--- config.mk ---
export PLATFORM = sky130hd
export DESIGN_NAME = bcd_clock_time_setter
export DESIGN_NICKNAME = d
export VERILOG_FILES = /design/src/rtl/core/clts_pkg.sv /design/src/rtl/core/bcd_clock_time_setter.sv /design/src/rtl/core/clts_adjust.sv /design/src/rtl/core/clts_update.sv
export SDC_FILE = /design/constraint.sdc
export NUM_CORES = 1
export LEC_CHECK = 0
export BUFFER_PORTS_ARGS = -buffer_cell sky130_fd_sc_hd__clkbuf_2
export CAP_MARGIN = 5
export CORE_UTILIZATION = 45
export CTS_BUF_LIST = sky130_fd_sc_hd__clkbuf_8
export DETAILED_ROUTE_END_ITERATION = 16
export GPL_ROUTABILITY_DRIVEN = 0
export GPL_TIMING_DRIVEN = 0
export HOLD_SLACK_MARGIN = 0.1
export PLACE_DENSITY = 0.65
export SLEW_MARGIN = 10
export SYNTH_ARGS = -nofsm -noshare
export SYNTH_HDL_FRONTEND = slang
export SYNTH_SLANG_ARGS = --single-unit
--- constraint.sdc ---
create_clock -name clk -period 3.8 [get_ports clk]
set_input_delay 0.38 -clock clk [delete_from_list [all_inputs] [get_ports clk]]
set_output_delay 0.38 -clock clk [all_outputs]
set_load 0.02 [all_outputs]
--- src/rtl/core/clts_pkg.sv ---
// package for the bcd clock time setter
// event codes, setting steps, clock register addresses and shared types
// no dependencies
package clts_pkg;

    typedef logic [1:0] step_t;
    typedef logic [1:0] mode_t;
    typedef logic [1:0] addr_t;

    localparam step_t STEP_HOURS   = 2'd0;
    localparam step_t STEP_MINUTES = 2'd1;
    localparam step_t STEP_SECONDS = 2'd2;
    localparam step_t STEP_IDLE    = 2'd3;

    localparam mode_t MODE_TICK = 2'd0;
    localparam mode_t MODE_SET  = 2'd1;
    localparam mode_t MODE_UP   = 2'd2;
    localparam mode_t MODE_DOWN = 2'd3;

    localparam addr_t ADDR_SECONDS = 2'd0;
    localparam addr_t ADDR_MINUTES = 2'd1;
    localparam addr_t ADDR_HOURS   = 2'd2;

    typedef struct packed {
        logic [7:0] hours;
        logic [7:0] minutes;
        logic [7:0] seconds;
    } time_t;

    typedef struct packed {
        logic       ticking;
        logic [7:0] write_data;
        addr_t      write_address;
        logic       write_valid;
        logic [7:0] shown_seconds;
        logic [7:0] shown_minutes;
        logic [7:0] shown_hours;
        step_t      setting_field;
    } result_t;

endpackage

--- src/rtl/core/bcd_clock_time_setter.sv ---
// bcd clock time setter top level: input register, update logic, result register
// an accepted input passes the input register, the update logic and the result register, one pass
// throughput: one item per cycle while the output is not stalled, the update logic settles within the cycle
// the result register is freed in the same cycle it is taken, so no bubbles under load
// reset: setting step goes to not setting, time bytes to zero, both stages empty
// depends on clts_pkg, clts_update
module bcd_clock_time_setter
    import clts_pkg::*;
(
    input  logic        clk,
    input  logic        rst_n,
    input  logic        s_axis_tvalid,
    output logic        s_axis_tready,
    input  logic [23:0] s_axis_tdata,   // rtc_seconds, rtc_minutes, rtc_hours
    input  logic [1:0]  s_axis_tuser,   // mode
    output logic        m_axis_tvalid,
    input  logic        m_axis_tready,
    // setting_field, shown_hours, shown_minutes, shown_seconds, write_valid,
    // write_address, write_data, ticking, zero pad
    output logic [39:0] m_axis_tdata
);

    logic       in_valid_reg;
    mode_t      in_mode_reg;
    logic [7:0] in_sec_reg;
    logic [7:0] in_min_reg;
    logic [7:0] in_hrs_reg;
    logic       out_valid_reg;
    result_t    out_data_reg;
    step_t      step_reg;
    time_t      time_reg;

    step_t      step_next;
    time_t      time_next;
    result_t    result_next;
    logic       out_free;
    logic       advance;
    logic       in_take;

    assign out_free      = !out_valid_reg || m_axis_tready;
    assign advance       = in_valid_reg && out_free;
    assign s_axis_tready = !in_valid_reg || out_free;
    assign in_take       = s_axis_tvalid && s_axis_tready;

    clts_update u_update (
        .step        (step_reg),
        .cur_time    (time_reg),
        .mode        (in_mode_reg),
        .rtc_seconds (in_sec_reg),
        .rtc_minutes (in_min_reg),
        .rtc_hours   (in_hrs_reg),
        .step_next   (step_next),
        .time_next   (time_next),
        .result      (result_next)
    );

    always_ff @(posedge clk or negedge rst_n)
    begin
        if (!rst_n)
        begin
            in_valid_reg  <= 1'b0;
            out_valid_reg <= 1'b0;
            step_reg      <= STEP_IDLE;
            time_reg      <= '0;
        end
        else
        begin
            if (s_axis_tready)
            begin
                in_valid_reg <= s_axis_tvalid;
            end
            if (advance)
            begin
                out_valid_reg <= 1'b1;
                step_reg      <= step_next;
                time_reg      <= time_next;
            end
            else if (m_axis_tready)
            begin
                out_valid_reg <= 1'b0;
            end
        end
    end

    always_ff @(posedge clk)
    begin
        if (in_take)
        begin
            in_mode_reg <= s_axis_tuser;
            in_sec_reg  <= s_axis_tdata[7:0];
            in_min_reg  <= s_axis_tdata[15:8];
            in_hrs_reg  <= s_axis_tdata[23:16];
        end
        if (advance)
        begin
            out_data_reg <= result_next;
        end
    end

    assign m_axis_tvalid = out_valid_reg;
    assign m_axis_tdata  = {2'b00, out_data_reg};

endmodule

--- src/rtl/core/clts_adjust.sv ---
// nibble-wise bcd up/down step of one time byte
// hours wrap within 0..23, minutes and seconds within 0..59
// depends on clts_pkg
module clts_adjust
    import clts_pkg::*;
(
    input  logic [7:0] value,
    input  logic       hours,
    input  logic       down,
    output logic [7:0] result
);

    logic [4:0] up_lo;
    logic [3:0] up_hi;
    logic [3:0] dn_lo;
    logic [3:0] dn_hi;
    logic [7:0] up_val;
    logic [7:0] dn_val;

    always_comb
    begin
        up_lo = {1'b0, value[3:0]} + 5'd1;
        up_hi = value[7:4];
        if (hours)
        begin
            if (up_hi < 4'd2 && up_lo == 5'd10)
            begin
                up_lo = 5'd0;
                up_hi = up_hi + 4'd1;
            end
            if (up_hi == 4'd2 && up_lo == 5'd4)
            begin
                up_lo = 5'd0;
                up_hi = 4'd0;
            end
        end
        else if (up_lo == 5'd10)
        begin
            up_lo = 5'd0;
            up_hi = up_hi + 4'd1;
            if (up_hi == 4'd6)
            begin
                up_hi = 4'd0;
            end
        end
        up_val = {up_hi, 4'b0000} | {3'b000, up_lo};
    end

    always_comb
    begin
        dn_lo = value[3:0] - 4'd1;
        dn_hi = value[7:4];
        if (value[3:0] == 4'd0)
        begin
            if (hours && dn_hi == 4'd0)
            begin
                dn_lo = 4'd3;
                dn_hi = 4'd2;
            end
            else if (!hours && dn_hi == 4'd0)
            begin
                dn_lo = 4'd9;
                dn_hi = 4'd5;
            end
            else
            begin
                dn_lo = 4'd9;
                dn_hi = dn_hi - 4'd1;
            end
        end
        dn_val = {dn_hi, dn_lo};
    end

    assign result = down ? dn_val : up_val;

endmodule

--- src/rtl/core/clts_update.sv ---
// next-state and result logic for one event item
// tick load, set sequencing with register write, up/down field adjust
// depends on clts_pkg and clts_adjust
module clts_update
    import clts_pkg::*;
(
    input  step_t      step,
    input  time_t      cur_time,
    input  mode_t      mode,
    input  logic [7:0] rtc_seconds,
    input  logic [7:0] rtc_minutes,
    input  logic [7:0] rtc_hours,
    output step_t      step_next,
    output time_t      time_next,
    output result_t    result
);

    logic [7:0] sel_byte;
    logic [7:0] adj_byte;
    addr_t      sel_addr;
    logic       wvalid;

    always_comb
    begin
        unique case (step)
            STEP_HOURS:
            begin
                sel_addr = ADDR_HOURS;
                sel_byte = cur_time.hours;
            end
            STEP_MINUTES:
            begin
                sel_addr = ADDR_MINUTES;
                sel_byte = cur_time.minutes;
            end
            default:
            begin
                sel_addr = ADDR_SECONDS;
                sel_byte = cur_time.seconds;
            end
        endcase
    end

    clts_adjust u_adjust (
        .value  (sel_byte),
        .hours  (step == STEP_HOURS),
        .down   (mode == MODE_DOWN),
        .result (adj_byte)
    );

    always_comb
    begin
        step_next = step;
        time_next = cur_time;
        wvalid    = 1'b0;
        unique case (mode)
            MODE_TICK:
            begin
                if (step == STEP_IDLE)
                begin
                    time_next.seconds = rtc_seconds;
                    time_next.minutes = rtc_minutes;
                    time_next.hours   = rtc_hours;
                end
            end
            MODE_SET:
            begin
                if (step == STEP_IDLE)
                begin
                    step_next = STEP_HOURS;
                end
                else
                begin
                    wvalid    = 1'b1;
                    step_next = step + 2'd1;
                end
            end
            default:
            begin
                if (step != STEP_IDLE)
                begin
                    unique case (step)
                        STEP_HOURS:   time_next.hours   = adj_byte;
                        STEP_MINUTES: time_next.minutes = adj_byte;
                        default:      time_next.seconds = adj_byte;
                    endcase
                end
            end
        endcase
    end

    always_comb
    begin
        result.setting_field = step_next;
        result.shown_hours   = time_next.hours;
        result.shown_minutes = time_next.minutes;
        result.shown_seconds = time_next.seconds;
        result.write_valid   = wvalid;
        result.write_address = wvalid ? sel_addr : ADDR_SECONDS;
        result.write_data    = wvalid ? sel_byte : 8'd0;
        result.ticking       = (step_next == STEP_IDLE);
    end

endmodule
==> summary by stage, run 1 <==
Status
The run finished with clean final reports.

Route
The first detailed-routing pass ran for 5 iterations. The number of design rule violations left after detail routing is 0. The per-cell via count in the routed design is 6.02. Dividing the detail-routed wire length by the instance count gives around 18 um. The number of design-rule violations left by the first detailed-router iteration is 433. The via count is between 3000 and 4000. Summed over all layers, the routed wires come to ~12 mm. The detail route stage leaves a number of antenna-violating nets equal to 0.

Clock tree
In this run the number of H-tree levels came out at 3. The tree built by TritonCTS fans out to 92 sinks. Clock tree synthesis inserted a total of 9 buffers. TritonCTS built the clock tree.

The clock passes through at most 2 buffers. The clock latency at the later pin of the worst-skew pair is 0.37 ns. The root buffer cell chosen for the clock tree is clkbuf_8.

The clock slew seen by the registers of the worst setup and hold paths is ~0.1 ns.

Power and ir drop
Summed over all cells, the static leakage comes to 2.16 nW. The switching power summed over all nets is 2.23 mW. Across the VDD grid, the largest voltage drop is 0.000348 V.

The total design power is 4.87 mW. The combinational power share is around 54%. Net switching is 45.9% of the power. The areal power density over the cells is 877 nW/um^2.

The fraction of power consumed by the clock network is 12.8%. Of the total power, registers draw 32.8%. The internal power of the cells totals 2.63 mW.

Logic synthesis
In this run the mean area of a mapped cell was 10.8 um^2. The cell area that synthesis handed to floorplanning was 4770 um^2. The most used flip-flop cell after synthesis is edfxtp_1. edfxtp_1 takes more of the synthesized area than any other cell. The synthesized design devotes to its leading area cell type 40.3% of total area. The sequential-to-total area share from yosys stat is a little under three fifths. The share of synthesized flip-flops with an asynchronous set or reset is between 30% and 40%. The netlist uses 63 different library cells.

The number of enable flip-flop cells after synthesis is 64. The synthesis warning total is 0. Ranked by total cell area, the synthesized netlist is headed by edfxtp_1 (40%), dfrtp_1 (14%), a21oi_1 (3.8%).

The cell count after synthesis came out at 440. The synthesized flop and latch total is 92.

Timing
The count of endpoints failing hold in the final timing report is 0. Measured against its own limit, the worst slew margin works out to 34.9%. The total negative slack is 0 ns. The worst clock skew on the final layout is around 0.015 ns. The count of final max-slew check failures is 0. Subtracting the final worst setup slack from the clock period gives 3.65 ns.

Timing would allow up to 274 MHz. For the pin with the worst max-slew slack, the measured transition is 0.975 ns. Setup repair after global routing left no endpoint under its margin. In the post-route analysis, the smallest setup slack over all paths is approximately 0.15 ns. The post-route fraction of the period consumed by the critical path is a little over nine tenths. Setup violations remaining at the end of the flow were counted as 0.

Global routing
The number of global-route vias before repair is ~3700. The first global-routing pass estimated 19.8 mm of wire. The number of antenna violations at the first check in global routing was 0.

For this run, the total global-route usage over all layers was measured as a little under a quarter. Entering global routing, the biggest net connects 47 pins. The global route total overflow is 0.

Floorplan
The starting density of the core is 46.4%. The core box area is slightly above 10000 um^2. In this run the count of I/O pins placed on the die edge is 72.

The vertical die dimension is 105 um. The row count is 37. The horizontal die dimension is 105 um. The die covers around 11000 um^2.

Placed design
The number of buffers added on ports is 69. The setup slack after placement is -0.395 ns. The number of placed instances, taps included, is 646. Detailed placement ended at an HPWL of around 8.5 mm. The placed standard-cell area is 5290 um^2.

Critical path
In this run the worst path has a maximum fanout of 10. The worst setup path is launched from a register. The critical path in this run is classified as register to register. The worst setup path is captured at a register.

For the worst setup path, the data arrival time is 3.75 ns. STA puts the critical path data required time at 3.90 ns.

Final layout
The filler-free cell count of the finished design is 664. The area overhead of the layout relative to synthesis is 16.3%. Once layout is done, the placed cells without fillers occupy 5550 um^2. The proportion of layout cells with a drive suffix above 1 is about a quarter.

The net count of the finished layout is between 500 and 600. The flip-flop count of the largest register, all copies and words added is 38. The number of antenna cells inserted is 0.

Flow run
The tool flagged a number of max-cap violations equal to 0.

Hold path
The worst hold path belongs to the class primary input to register.
==> path summary, 6_finish.rpt <==
path / from / to / slack, ns / depth (start not counted)
worst max-delay path: step_reg[0]$_DFFE_PN1P_ / m_axis_tdata[9]$_DFFE_PP_ / 0.15 / 13
worst min register to register: step_reg[1]$_DFFE_PN1P_ / step_reg[1]$_DFFE_PN1P_ / 0.51 / 2
max in group asynchronous: rst_n / time_reg[11]$_DFFE_PN0P_ / 2.70 / 2
worst max register to register: step_reg[0]$_DFFE_PN1P_ / m_axis_tdata[9]$_DFFE_PP_ / 0.15 / 13
worst min-delay path: s_axis_tdata[5] / in_sec_reg[5]$_DFFE_PP_ / 0.17 / 1
min in group asynchronous: rst_n / m_axis_tvalid$_DFFE_PN0P_ / 0.60 / 2
==> per-stage QoR <==
| stage | hold slack (ns) | util (%) |
|---|---|---|
| global placement | 0.474 | 51.5 |
| detailed placement | 0.474 | 51.5 |
| finish | 0.174 | 54.0 |
| CTS | 0.168 | 53.9 |
| floorplan | 0.0844 | - |
| global route | 0.159 | 54.0 |
==> synthesized netlist by cell type (3+ instances only) <==
master    instances
nor2_1           45
xnor2_1           3
o31ai_1           4
buf_2             4
ha_1             11
a221oi_1          9
a21oi_1          36
dfrtp_1          26
and3_1            4
nand3_1           8
clkbuf_1         16
buf_4             3
and2_1            6
nand2_1          30
a22o_1            8
o221ai_1          3
or2_1             3
o21ai_0          21
buf_6             3
a31oi_1          10
nand2b_1          6
nor3_1            8
a22oi_1          11
nor3b_1           5
o22ai_1          26
and4_1            3
inv_1            10
or2_2             4
nor2b_1           4
edfxtp_1         64
o32ai_1           3
o22a_1            3
==> kinds of logic (layout without fill, tap and decap cells) <==
family,count (synthesis),count (layout),synth area share (%)
compound gates,154,155,22.1
simple gates,136,136,14.5
flops,92,92,55.0
buf+inv,39,125,3.88
fa+ha+maj,11,11,2.89
mux,4,4,0.971
xor+xnor,3,3,0.551
other cells,1,2,0.0786
==> per-layer routing <==
| layer | global-route usage, % | routed length [um] |
|---|---|---|
| met5 | 0 | 0 |
| met4 | 7.65 | 194 |
| met3 | 4.18 | 843 |
| met2 | 37.0 | 5870 |
| met1 | 32.2 | 5320 |
==> power groups by stage <==
| stage | sequential (mW) | combinational, mW | clock (mW) |
|---|---|---|---|
| floorplan | 1.69 | 1.75 | 0 |
| global placement | 1.59 | 2.46 | 0 |
| detailed placement | 1.61 | 2.48 | 0 |
| CTS | 1.59 | 2.59 | 0.633 |
| global route | 1.62 | 2.88 | 0.667 |
| finish | 1.60 | 2.65 | 0.622 |
==> cell type report <==
type	instances	area [um^2]
clock inverters	7	61.3
flip-flops and latches	92	2630
multi-input cells	311	2020
fillers	940	4730
inverters	11	41.3
clock buffers	9	124
repair buffers	71	363
plain buffers	27	140
well taps	136	170
==> cells in the final DEF, fill, tap and decap left out, types with 15 or more instances in the layout <==
cell type and n:
nand2_1 30, clkbuf_1 15, dfrtp_1 26, edfxtp_1 64, o21ai_0 20, nor2_1 43, a21oi_1 35, o22ai_1 26
clkbuf_2 69
==> worst max-delay path, stage by stage (launching register included) <==
cell,delay [ns]
dfstp_2,0.60
inv_1,0.08
ha_2,0.25
buf_6,0.16
a22o_1,0.20
or2_2,0.37
ha_2,0.25
nand2b_1,0.19
a2111oi_4,0.34
a31oi_4,0.12
nor4_4,0.28
nor3_1,0.12
nor2_1,0.24
o21ai_0,0.16
==> timing repair <==
| action | CTS | global route |
|---|---|---|
| gates resized for setup | 10 | 2 |
| endpoints found under the hold margin | 26 | 0 |
| gates cloned | 1 | 0 |
| setup endpoints to repair | 41 | 22 |
| hold buffers | 1 | 0 |
| pin swaps | 1 | 1 |
| setup buffers | 1 | 0 |
Note: power is estimated with default switching activity, not from simulation.
==> run 2, diff against run 1 <==
--- a/config.mk
+++ b/config.mk
@@ -7,6 +7,7 @@
 export LEC_CHECK = 0
 export BUFFER_PORTS_ARGS = -buffer_cell sky130_fd_sc_hd__clkbuf_2
 export CAP_MARGIN = 5
+export CORE_ASPECT_RATIO = 0.5
 export CORE_UTILIZATION = 45
 export CTS_BUF_LIST = sky130_fd_sc_hd__clkbuf_8
 export DETAILED_ROUTE_END_ITERATION = 16
==> run 2 against run 1 <==
Net effect:
- clock skew up 0.0042 ns
- critical path depth up 1
- first-iteration DRC count up 48%
- cell count up 0.75%
- largest cell class unchanged
==> summary by stage, run 2 (synthesized netlist as in run 1, its figures left out) <==
Critical path
The worst register-to-register path begins at step_reg[0]$_DFFE_PN1P_. The critical path's slowest cell is dfstp_2. The delay of the slowest cell on the worst path was 0.60 ns (about the same). The highest fanout seen on the critical path is 10 (unchanged). The required time of the critical path is 3.91 ns (about the same).

The arrival time at the worst endpoint was 3.80 ns (+0.05 ns). The worst setup path is captured at a register. The critical path starts at step_reg[0]$_DFFE_PN1P_. The critical path goes through inv_1 -> ha_2 -> buf_6 -> a22o_1 -> nor2_4 -> inv_1 -> ha_2 -> nand2b_1 -> a2111oi_4 -> buf_4 -> a31oi_4 -> o31ai_1 -> o22a_2 -> o21ai_0. The class of the most critical setup path is register to register. The startpoint kind of the worst setup timing path is a register.

Global routing
The global route total overflow came to 0 (unchanged). The number of antenna violations at the first check in global routing is 0 (unchanged). The maximum number of pins on one net before global-route repair was 47 (unchanged). The number of global-route vias before repair is 3604 (-2.7%). The overall global routing resource usage is 24.6% (+1.3 points). The global-route wire length before repair was 20.1 mm (+1.8%).

Floorplan
The area of the die is 11000 um^2 (+0.23%). The row count is 26 (-30%). The starting density of the core was 46.5% (+0.14 points). The vertical die dimension came to 74.8 um (-29%). The horizontal die dimension is 148 um (+41%). The I/O pin total is 72 (unchanged).

The core box area is 10200 um^2 (-0.29%).

Final layout
The area overhead of the layout relative to synthesis is 17.3%. The most common cell after layout, fill and taps aside is clkbuf_2. The fill cell total of the finished layout came to 937 (-0.32%). The number of antenna cells inserted was 0 (unchanged). The filler-free cell count of the finished design came to 669 (+0.75%). The proportion of layout cells with a drive suffix above 1 came to 25.9% (+1.3 points). The number of nets in the layout is 566 (+0.35%).

The flip-flop count of the largest register, all copies and words added came to 38 (unchanged). The post-route standard cell area excluding fillers is 5590 um^2 (+0.88%). The top cell types in the final layout, fill and taps aside, are clkbuf_2 (69), edfxtp_1 (64), nor2_1 (42), a21oi_1 (34), nand2_1 (30).

Timing
The count of final max-slew check failures was 0 (unchanged). The peak clock frequency supported by timing is 271 MHz (-0.99%). The post-route minimum period came to 3.69 ns (+0.0364 ns).

The worst-case setup margin in the final layout came to 0.112 ns (-0.0364 ns). The post-route fraction of the period consumed by the critical path came to 97.0% (+0.96 points). The transition time of the tightest slew-check pin is 1.01 ns (+0.0378 ns). The total of endpoints with negative setup slack in the final report came to 0 (unchanged). The total negative slack came to 0 ns (unchanged). The worst clock skew on the final layout is 0.0194 ns (+0.00420 ns). Setup repair after global routing could not meet its margin everywhere. The relative max-transition margin is 32.3% (-2.5 points).

The count of endpoints failing hold in the final timing report is 0 (unchanged).

Placed design
The setup slack after placement is -0.489 ns (-0.0934 ns). The detailed-placement wirelength estimate is 9.03 mm (+5.9%). The placed standard-cell area is 5290 um^2 (about the same). The number of buffers added on ports is 69 (unchanged). The number of placed instances with taps included came to 650 (+0.62%).

Power and ir drop
The leakage dissipation is 2.18 nW (+0.87%). The maximum VDD drop is 0.000337 V (-3.2%). The areal power density over the cells was 895 nW/um^2 (+2.0%). The total design power is 5.00 mW (+2.9%).

Hold path
The worst hold path belongs to the class primary input to register. The beginning of the worst hold path is s_axis_tdata[18].

Route
The number of design rule violations left after detail routing was 0 (unchanged). The number of nets with antenna violations after routing is 0 (unchanged). The total iterations of the first detailed-routing run is 5 (unchanged).

The met3 layer wire length in the routed design is 1.31 mm (+56%). The overall routed net length is 13.0 mm (+6.2%). The met1 layer wirelength in the final routing came to 6.14 mm (+15%). The via count is 4094 (+2.5%). The highest layer used for signal routing is met4. The met2 layer wire length in the routed design is 5.36 mm (-8.7%). The average routed wire per standard cell is 19.4 um (+5.4%).

The per-cell via count in the routed design is 6.12 (+1.7%). The number of design-rule violations left by the first detailed-router iteration is 640 (+48%).

Clock tree
The clock slew seen by the registers of the worst setup and hold paths came to 0.09 ns (about the same). TritonCTS built the clock tree. The total clock buffers created by CTS was 9 (unchanged). The clock latency at the later pin of the worst-skew pair was 0.39 ns (+0.02 ns). The clock sink count was 92 (unchanged). The cell sitting at the root of the clock tree is a clkbuf_8.

The deepest level of the CTS H-tree is 3 (unchanged). The maximum buffer depth of the clock tree is 2 (unchanged).

Flow run
The count of maximum capacitance violations came to 0 (unchanged).

Status
The flow ran to the end, and the final reports show no timing, DRC or antenna violations.
run 2: worst paths after layout:
check	depth (start not counted)	end	slack, ns
max in group asynchronous	2	time_reg[6]$_DFFE_PN0P_	2.64
min in group asynchronous	2	m_axis_tvalid$_DFFE_PN0P_	0.61
worst min register to register	1	m_axis_tvalid$_DFFE_PN0P_	0.51
worst min-delay path	1	in_hrs_reg[2]$_DFFE_PP_	0.17
worst max-delay path	14	m_axis_tdata[5]$_DFFE_PP_	0.11
worst max register to register	14	m_axis_tdata[5]$_DFFE_PP_	0.11
run 2: worst max-delay path: cells and delay by family (launching register included):
family / cells / cell delay [ns]
and+or+nand+nor: 2 / 0.45
DFF: 1 / 0.60
buffers and inverters: 4 / 0.53
adders and majority gates: 2 / 0.49
AOI/OAI and AO/OA: 6 / 1.35
run 2: repair_timing:
action	4_1_cts	5_1_grt
setup endpoints to repair	41	37
pin swaps	1	2
resized for setup	10	9
cloned	1	0
setup buffers	1	2
endpoints found under the hold margin	26	0
hold buffers	1	0
run 2: report_power, final:
part | internal (mW) | switching (mW)
clock network | 0.255 | 0.369
logic | 1.02 | 1.77
registers | 1.41 | 0.184
total | 2.68 | 2.32
run 2: area by class of cell:
class,count,area (um^2),area share (%)
timing repair buffer,73,378,6.75
tap,140,175,3.13
clock buffer,10,138,2.46
sequential,92,2630,46.9
buffer,27,140,2.51
clock inverter,5,36.3,0.649
multi-input combinational,311,2060,36.8
inverter,11,41.3,0.738
run 2: metrics by stage:
step	hold slack (ns)	utilization, %
5_1_grt	0.155	54.6
2_1_floorplan	0.0844	-
3_5_place_dp	0.492	51.7
3_3_place_gp	0.480	51.7
4_1_cts	0.160	54.0
6_report	0.170	54.6
run 2: per-layer routing:
layer  vias to the layer above  global-route usage, %
met1                      1984                   35.8
met5                         -                      0
met3                        19                   7.39
met2                       237                   35.5
li1                       1854                      -
met4                         0                   6.76
